**src/rtl/core/hrhp_pkg.sv**
```systemverilog
// Shared types, constants and method tables for the HTTP request header parser.
// No dependencies; imported by http_request_header_parser_core.
`timescale 1ns / 1ps

package hrhp_pkg;

    // offset and header limits
    localparam int OFFSET_BITS = 16;
    localparam int MAX_HEADERS = 10;
    localparam int HDR_IDX_W   = 4;

    // result kinds
    localparam logic [1:0] KIND_REQ_LINE = 2'd0;
    localparam logic [1:0] KIND_HEADER   = 2'd1;
    localparam logic [1:0] KIND_DONE     = 2'd2;
    localparam logic [1:0] KIND_ERROR    = 2'd3;

    // special characters
    localparam logic [7:0] CH_CR = 8'd13;
    localparam logic [7:0] CH_LF = 8'd10;
    localparam logic [7:0] CH_SP = 8'd32;
    localparam logic [7:0] CH_HT = 8'd9;
    localparam logic [7:0] CH_VT = 8'd11;
    localparam logic [7:0] CH_FF = 8'd12;

    // method names, padded with zero bytes
    localparam logic [7:0] METHOD_TEXT [8][8] = '{
        '{"G", "E", "T", 8'h00, 8'h00, 8'h00, 8'h00, 8'h00},
        '{"H", "E", "A", "D", 8'h00, 8'h00, 8'h00, 8'h00},
        '{"P", "O", "S", "T", 8'h00, 8'h00, 8'h00, 8'h00},
        '{"P", "U", "T", 8'h00, 8'h00, 8'h00, 8'h00, 8'h00},
        '{"D", "E", "L", "E", "T", "E", 8'h00, 8'h00},
        '{"C", "O", "N", "N", "E", "C", "T", 8'h00},
        '{"O", "P", "T", "I", "O", "N", "S", 8'h00},
        '{"T", "R", "A", "C", "E", 8'h00, 8'h00, 8'h00}
    };

    localparam logic [3:0] METHOD_LEN [8] = '{
        4'd3, 4'd4, 4'd4, 4'd3, 4'd6, 4'd7, 4'd7, 4'd5
    };

    // one input byte
    typedef struct packed {
        logic [7:0] data_byte;
        logic       end_of_request;
    } req_item_t;

    // one parse result
    typedef struct packed {
        logic [1:0]             kind;
        logic [2:0]             method;
        logic [HDR_IDX_W-1:0]   header_index;
        logic [OFFSET_BITS-1:0] span_start;
        logic [OFFSET_BITS-1:0] span_length;
        logic                   body_present;
        logic [HDR_IDX_W-1:0]   header_total;
        logic                   final_res;
    } res_item_t;

    // blank characters inside a line
    function automatic logic is_blank(input logic [7:0] b);
        return (b == CH_SP) || (b == CH_HT) || (b == CH_VT) || (b == CH_FF);
    endfunction

endpackage

```
**src/rtl/core/http_request_header_parser_core.sv**
```systemverilog
// HTTP request header parser core: byte stream in, span results out.
// Depends on hrhp_pkg.
`timescale 1ns / 1ps

// Takes one request byte per clock on the req channel while req_ready is high
// and reports the URI span, up to ten indexed header line spans, and a final
// done or error transaction on res, with offsets counted from the first byte
// of each request. Each byte is parsed in the cycle it is accepted and its
// results (at most two) go into a four-entry registered result queue and
// reach res behind any results still waiting. req_ready is high while the
// queue has at least two free entries, so with res taken every cycle the
// block sustains one byte per clock; a byte with two results leaves one to drain.
module http_request_header_parser_core (
    input  logic                clk,
    input  logic                rst_n,
    input  logic                req_valid,
    output logic                req_ready,
    input  hrhp_pkg::req_item_t req,
    output logic                res_valid,
    input  logic                res_ready,
    output hrhp_pkg::res_item_t res
);
    import hrhp_pkg::*;

    // parser phases
    localparam logic [2:0] PH_METHOD = 3'd0;
    localparam logic [2:0] PH_GAP    = 3'd1;
    localparam logic [2:0] PH_URI    = 3'd2;
    localparam logic [2:0] PH_REST   = 3'd3;
    localparam logic [2:0] PH_HEAD   = 3'd4;
    localparam logic [2:0] PH_BODY   = 3'd5;

    localparam int QDEPTH = 4;

    logic [2:0]             phase_reg, phase_next;
    logic [7:0]             cand_reg, cand_next;
    logic [2:0]             pos_reg, pos_next;
    logic [2:0]             method_reg, method_next;
    logic [OFFSET_BITS-1:0] offset_reg, offset_next;
    logic [OFFSET_BITS-1:0] line_start_reg, line_start_next;
    logic [OFFSET_BITS-1:0] uri_start_reg, uri_start_next;
    logic [HDR_IDX_W-1:0]   hdr_seen_reg, hdr_seen_next;
    logic                   cr_reg, cr_next;
    logic                   error_reg, error_next;

    res_item_t              line_res, fin_res;
    logic                   line_valid, fin_valid;

    res_item_t              queue_reg [QDEPTH];
    logic [1:0]             rd_ptr_reg, wr_ptr_reg;
    logic [2:0]             count_reg;
    logic                   req_take, res_take;
    logic [1:0]             push_cnt;

    assign req_ready = (count_reg <= 3'(QDEPTH - 2));
    assign req_take  = req_valid && req_ready;
    assign res_valid = (count_reg != 3'd0);
    assign res_take  = res_valid && res_ready;
    assign res       = queue_reg[rd_ptr_reg];

    // per-byte parse step
    always_comb
    begin
        logic [7:0]             b;
        logic                   eol;
        logic                   err;
        logic [7:0]             cand_keep;
        logic                   found;
        logic [2:0]             found_k;
        logic [OFFSET_BITS-1:0] off;

        b   = req.data_byte;
        off = offset_reg;
        eol = (b == CH_CR) || (b == CH_LF);
        err = error_reg;
        cand_keep = cand_reg;
        found   = 1'b0;
        found_k = 3'd0;

        phase_next      = phase_reg;
        cand_next       = cand_reg;
        pos_next        = pos_reg;
        method_next     = method_reg;
        line_start_next = line_start_reg;
        uri_start_next  = uri_start_reg;
        hdr_seen_next   = hdr_seen_reg;
        cr_next         = cr_reg;

        line_res   = '0;
        fin_res    = '0;
        line_valid = 1'b0;
        fin_valid  = 1'b0;

        // offset overrun
        if (!err && (off == '1))
        begin
            err = 1'b1;
        end

        if (!err)
        begin
            cr_next = 1'b0;
            if (cr_reg && (b == CH_LF))
            begin
                line_start_next = off + 1'b1;
            end
            else
            begin
                case (phase_reg)
                    PH_METHOD:
                    begin
                        // drop candidates that do not match at this position
                        for (int k = 0; k < 8; k++)
                        begin
                            if ({1'b0, pos_reg} >= METHOD_LEN[k] ||
                                METHOD_TEXT[k][pos_reg] != b)
                            begin
                                cand_keep[k] = 1'b0;
                            end
                        end
                        cand_next = cand_keep;
                        // lowest candidate whose name is complete
                        for (int k = 7; k >= 0; k--)
                        begin
                            if (cand_keep[k] && METHOD_LEN[k] == {1'b0, pos_reg} + 4'd1)
                            begin
                                found   = 1'b1;
                                found_k = 3'(k);
                            end
                        end
                        if (cand_keep == 8'd0)
                        begin
                            err = 1'b1;
                        end
                        else if (found)
                        begin
                            method_next = found_k;
                            phase_next  = PH_GAP;
                        end
                        else
                        begin
                            pos_next = pos_reg + 3'd1;
                        end
                    end
                    PH_GAP:
                    begin
                        if (eol)
                        begin
                            err = 1'b1;
                        end
                        else if (!is_blank(b))
                        begin
                            uri_start_next = off;
                            phase_next     = PH_URI;
                        end
                    end
                    PH_URI:
                    begin
                        if (eol)
                        begin
                            err = 1'b1;
                        end
                        else if (is_blank(b))
                        begin
                            line_valid           = 1'b1;
                            line_res.kind        = KIND_REQ_LINE;
                            line_res.method      = method_reg;
                            line_res.span_start  = uri_start_reg;
                            line_res.span_length = off - uri_start_reg;
                            phase_next           = PH_REST;
                        end
                    end
                    PH_REST:
                    begin
                        if (eol)
                        begin
                            cr_next         = (b == CH_CR);
                            line_start_next = off + 1'b1;
                            phase_next      = PH_HEAD;
                        end
                    end
                    PH_HEAD:
                    begin
                        if (eol)
                        begin
                            if (off == line_start_reg)
                            begin
                                phase_next = PH_BODY;
                            end
                            else if (hdr_seen_reg < HDR_IDX_W'(MAX_HEADERS))
                            begin
                                line_valid            = 1'b1;
                                line_res.kind         = KIND_HEADER;
                                line_res.method       = method_reg;
                                line_res.header_index = hdr_seen_reg;
                                line_res.span_start   = line_start_reg;
                                line_res.span_length  = off - line_start_reg;
                                hdr_seen_next         = hdr_seen_reg + 1'b1;
                            end
                            cr_next         = (b == CH_CR);
                            line_start_next = off + 1'b1;
                        end
                    end
                    default:
                    begin
                    end
                endcase
            end
        end

        error_next  = err;
        offset_next = (off != '1) ? off + 1'b1 : off;

        // end of request: final transaction and return to reset state
        if (req.end_of_request)
        begin
            fin_valid         = 1'b1;
            fin_res.final_res = 1'b1;
            if (err || (phase_next < PH_HEAD))
            begin
                fin_res.kind = KIND_ERROR;
            end
            else
            begin
                fin_res.kind         = KIND_DONE;
                fin_res.method       = method_next;
                fin_res.header_total = hdr_seen_next;
                if (phase_next == PH_BODY)
                begin
                    fin_res.span_start   = line_start_next;
                    fin_res.body_present = 1'b1;
                end
            end
            phase_next      = PH_METHOD;
            cand_next       = 8'hFF;
            pos_next        = 3'd0;
            method_next     = 3'd0;
            offset_next     = '0;
            line_start_next = '0;
            uri_start_next  = '0;
            hdr_seen_next   = '0;
            cr_next         = 1'b0;
            error_next      = 1'b0;
        end
    end

    // parser state
    always_ff @(posedge clk or negedge rst_n)
    begin
        if (!rst_n)
        begin
            phase_reg      <= PH_METHOD;
            cand_reg       <= 8'hFF;
            pos_reg        <= 3'd0;
            method_reg     <= 3'd0;
            offset_reg     <= '0;
            line_start_reg <= '0;
            uri_start_reg  <= '0;
            hdr_seen_reg   <= '0;
            cr_reg         <= 1'b0;
            error_reg      <= 1'b0;
        end
        else if (req_take)
        begin
            phase_reg      <= phase_next;
            cand_reg       <= cand_next;
            pos_reg        <= pos_next;
            method_reg     <= method_next;
            offset_reg     <= offset_next;
            line_start_reg <= line_start_next;
            uri_start_reg  <= uri_start_next;
            hdr_seen_reg   <= hdr_seen_next;
            cr_reg         <= cr_next;
            error_reg      <= error_next;
        end
    end

    assign push_cnt = req_take ? ({1'b0, line_valid} + {1'b0, fin_valid}) : 2'd0;

    // result queue payload
    always_ff @(posedge clk)
    begin
        if (req_take && line_valid)
        begin
            queue_reg[wr_ptr_reg] <= line_res;
        end
        if (req_take && fin_valid)
        begin
            queue_reg[wr_ptr_reg + {1'b0, line_valid}] <= fin_res;
        end
    end

    // result queue pointers
    always_ff @(posedge clk or negedge rst_n)
    begin
        if (!rst_n)
        begin
            rd_ptr_reg <= 2'd0;
            wr_ptr_reg <= 2'd0;
            count_reg  <= 3'd0;
        end
        else
        begin
            wr_ptr_reg <= wr_ptr_reg + push_cnt;
            if (res_take)
            begin
                rd_ptr_reg <= rd_ptr_reg + 2'd1;
            end
            count_reg <= count_reg + {1'b0, push_cnt} - {2'b00, res_take};
        end
    end

endmodule
```
**config.mk**
```make
export PLATFORM = sky130hd
export DESIGN_NAME = http_request_header_parser_core
export DESIGN_NICKNAME = d
export VERILOG_FILES = /design/src/rtl/core/hrhp_pkg.sv /design/src/rtl/core/http_request_header_parser_core.sv
export SDC_FILE = /design/constraint.sdc
export NUM_CORES = 1
export LEC_CHECK = 0
export BUFFER_PORTS_ARGS = -buffer_cell sky130_fd_sc_hd__buf_2
export CAP_MARGIN = 20
export CORE_UTILIZATION = 44
export CTS_CLUSTER_SIZE = 40
export DETAILED_ROUTE_END_ITERATION = 7
export GPL_TIMING_DRIVEN = 0
export PLACE_DENSITY = 0.66
export SETUP_SLACK_MARGIN = 0.15
export SYNTH_ARGS = -nofsm -noshare
export SYNTH_HDL_FRONTEND = slang
export SYNTH_SLANG_ARGS = --single-unit
```
**constraint.sdc**
```tcl
create_clock -name clk -period 10.9 [get_ports clk]
set_input_delay 0.545 -clock clk [delete_from_list [all_inputs] [get_ports clk]]
set_output_delay 0.545 -clock clk [all_outputs]
set_load 0.03 [all_outputs]
```
==> flow_summary.yaml <==
synth:
  synth_edf_count: 104
  syn_inst: 1615
  ys_seq_area_share_pct: 44.1
  yosys.area_share.simple_pct: 16.8
  avgSynthCellArea_um2: 9.39
  synth-adder-area-share_pct: 4.36
  ys_seq_elements: 262
  synth.area.mux_share_pct: 7.80
  async_flop_share_pct: 29.8
  synth_top_family_by_area: "compound AO/OA/AOI/OAI gates"
  synthXorXnorAreaFrac_pct: 3.70
  synth_area_mm2: 0.0152
  synth_cell_type_count: 83
  synth_most_common_cell: "nand2_1"
  ys.flop_type: "edfxtp_1"
  synth.net_count: 1679
  yosys-top-cells-count: "nand2_1, o21ai_0, edfxtp_1, a21oi_1, nor2_1"
  yosysTopAreaCellShare_pct: 20.6
  synth_top_area_cell: "edfxtp_1"
  ys_warn_count: 0
  synth_compound_area_share_pct: 18.5
  synthTopCellsByArea: "edfxtp_1, dfrtp_1, dfxtp_1"
timing:
  fin_worst_skew_ps: 15.2
  period_share_pct: 52.0
  worst_slew_pin_slew_ps: 1090
  fin_crit_ps: 5670
  final_max_slew_viol_count: 0
  setup_violations: 0
  rsz0062_at_grt: "false"
  fmax_mhz: 176
  relSlewSlack_pct: 26.4
  hold_viol: 0
  setup_ws_ps: 5230
  tns_ps: 0
global_routing:
  grt_overflow_total: 0
  antenna_found_initial: 1
  grt_pass1_vias: 12730
  grt_max_degree: 42
  grtUsageTotal_pct: 26.4
  grt_pass1_wl_um: 72800
route:
  wl_per_cell_um: 21.3
  drc: 0
  drtIter0Drc: 1142
  ant_nets: 0
  route.vias.total: 13034
  avgViaCountPerCell: 5.99
  drt_pass1_iterations: 5
  drt-total-wl_um: 46400
run:
  max-cap-violations: 0
setup_path:
  r2r-start: "pos_reg[0]"
  r2r_end: "queue_reg[3][31]"
  cp_cell_sequence: "buf_2 -> clkbuf_1 -> buf_1 -> and3_1 -> o21ai_0 -> a211oi_1 -> nor2_1 -> nor2_1 -> ha_1 -> xor2_1 -> or3_1 -> clkbuf_1 -> nand2_1 -> buf_8"
  cp.arrival_ps: 5960
  slowest_delay_ps: 840
  rrSetupSlack_ps: 5780
  cp.required_ps: 11190
  critical_path_class: "primary input to register"
  worstPathMaxFanout: 16
  critPathSlowestCell: "a211oi_1"
  end_kind: "register"
  rr_worst_depth: 13
  start_kind: "primary input"
clocking:
  postCtsSetupBuffers: 0
  cts_buffers: 27
  worstSkewPairLatency_ps: 540
  cts_hold_buf: 0
  htree_levels: 1
  root_buffer: "clkbuf_16"
  clock_sinks: 262
  cts_buffer_depth: 3
  cts-resized-gates: 0
  clk_pin_slew_ps: 60
  tritoncts: "built"
power:
  power.total_w: 0.00316
  ir_worst_vdd_mv: 0.168
  power_density_mw_per_mm2: 186
  cellLeakagePower_nw: 6.21
floorplan:
  ios: 62
  rows: 67
  die-area_mm2: 0.0352
  core_area_mm2: 0.0337
  die_h_um: 188
  start_util_pct: 45.0
  fp.dieW_um: 188
layout:
  largest_register_ffs: 184
  instances_no_fill: 2177
  utilization_pct: 50.5
  diodes: 0
  area_growth_pct: 12.2
  seqCellArea_mm2: 0.00669
  n_fill_cell: 3157
  fin_nets: 1773
  drive_gt1_share_pct: 11.4
  multi_input_area_mm2: 0.00775
placement:
  dp_hpwl_um: 34900
  dp_cells: 2128
  port_buffers: 59
  gp_congestion: 0.973
  dp_slack_ps: 4860
outcome:
  status: "complete, no violations"
min_path:
  hp-class: "primary input to asynchronous set/reset pin"
## how the worst max path moves through the flow
stage                     startpoint                to  depth (start not counted)
after floorplan               req[5]   queue_reg[0][0]                         11
after global placement        req[1]  queue_reg[0][34]                         13
after detailed placement      req[1]  queue_reg[0][34]                         14
after CTS                     req[1]  queue_reg[0][28]                         14
after global routing          req[1]  queue_reg[0][34]                         14
final                         req[1]  queue_reg[0][34]                         14
## stage by stage
step	hold WS [ps]	instance area [um^2]
detailed placement	441	16100
floorplan	249	15200
CTS	17.6	17000
global placement	435	16000
global route	36.2	17000
finish	9.37	17000
## power by group
part           switching [W]  internal, W
clock network       0.000393     0.000528
logic               0.000712     0.000392
registers          0.0000491      0.00109
total                0.00115      0.00201
## kinds of logic after synthesis
logic type	count (synthesis)
simple gates	552
xor+xnor	64
fa+ha+maj	51
flops	262
buf+inv	175
mux	60
compound gates	451
## cells in the final DEF, fill, tap and decap left out, types with 70 or more instances in the layout
cell	n
dfrtp_1	70
o22ai_1	75
nand2_1	288
nor2_1	95
dfxtp_1	80
o21ai_0	124
clkbuf_1	87
edfxtp_1	104
a21oi_1	103
## worst max-delay path, delay by kind of cell
kind                     cells  cell delay (ps)
AO/OA/AOI/OAI                2             1100
XOR/XNOR                     1              360
adder cells (fa/ha/maj)      1              220
buffers and inverters        5             2000
AND/OR/NAND/NOR              5             1730
## metal layers
layer	routed length, um	GRT usage (%)	share of wire, %
met1	19900	35.6	43
met2	21800	43.0	47
met3	2860	3.22	6.2
met4	1830	10.6	3.9
met5	12	0	0.026
## final cells by class
cell class / count / area share, %
Buffer: 106 / 2.70
Clock buffer: 33 / 4.11
Timing Repair Buffer: 65 / 2.47
Inverter: 69 / 1.52
Sequential cell: 262 / 39.3
Multi-Input combinational cell: 1178 / 45.6
Tap cell: 448 / 3.30
Clock inverter: 16 / 0.993
Note: power is estimated with default switching activity, not from simulation.
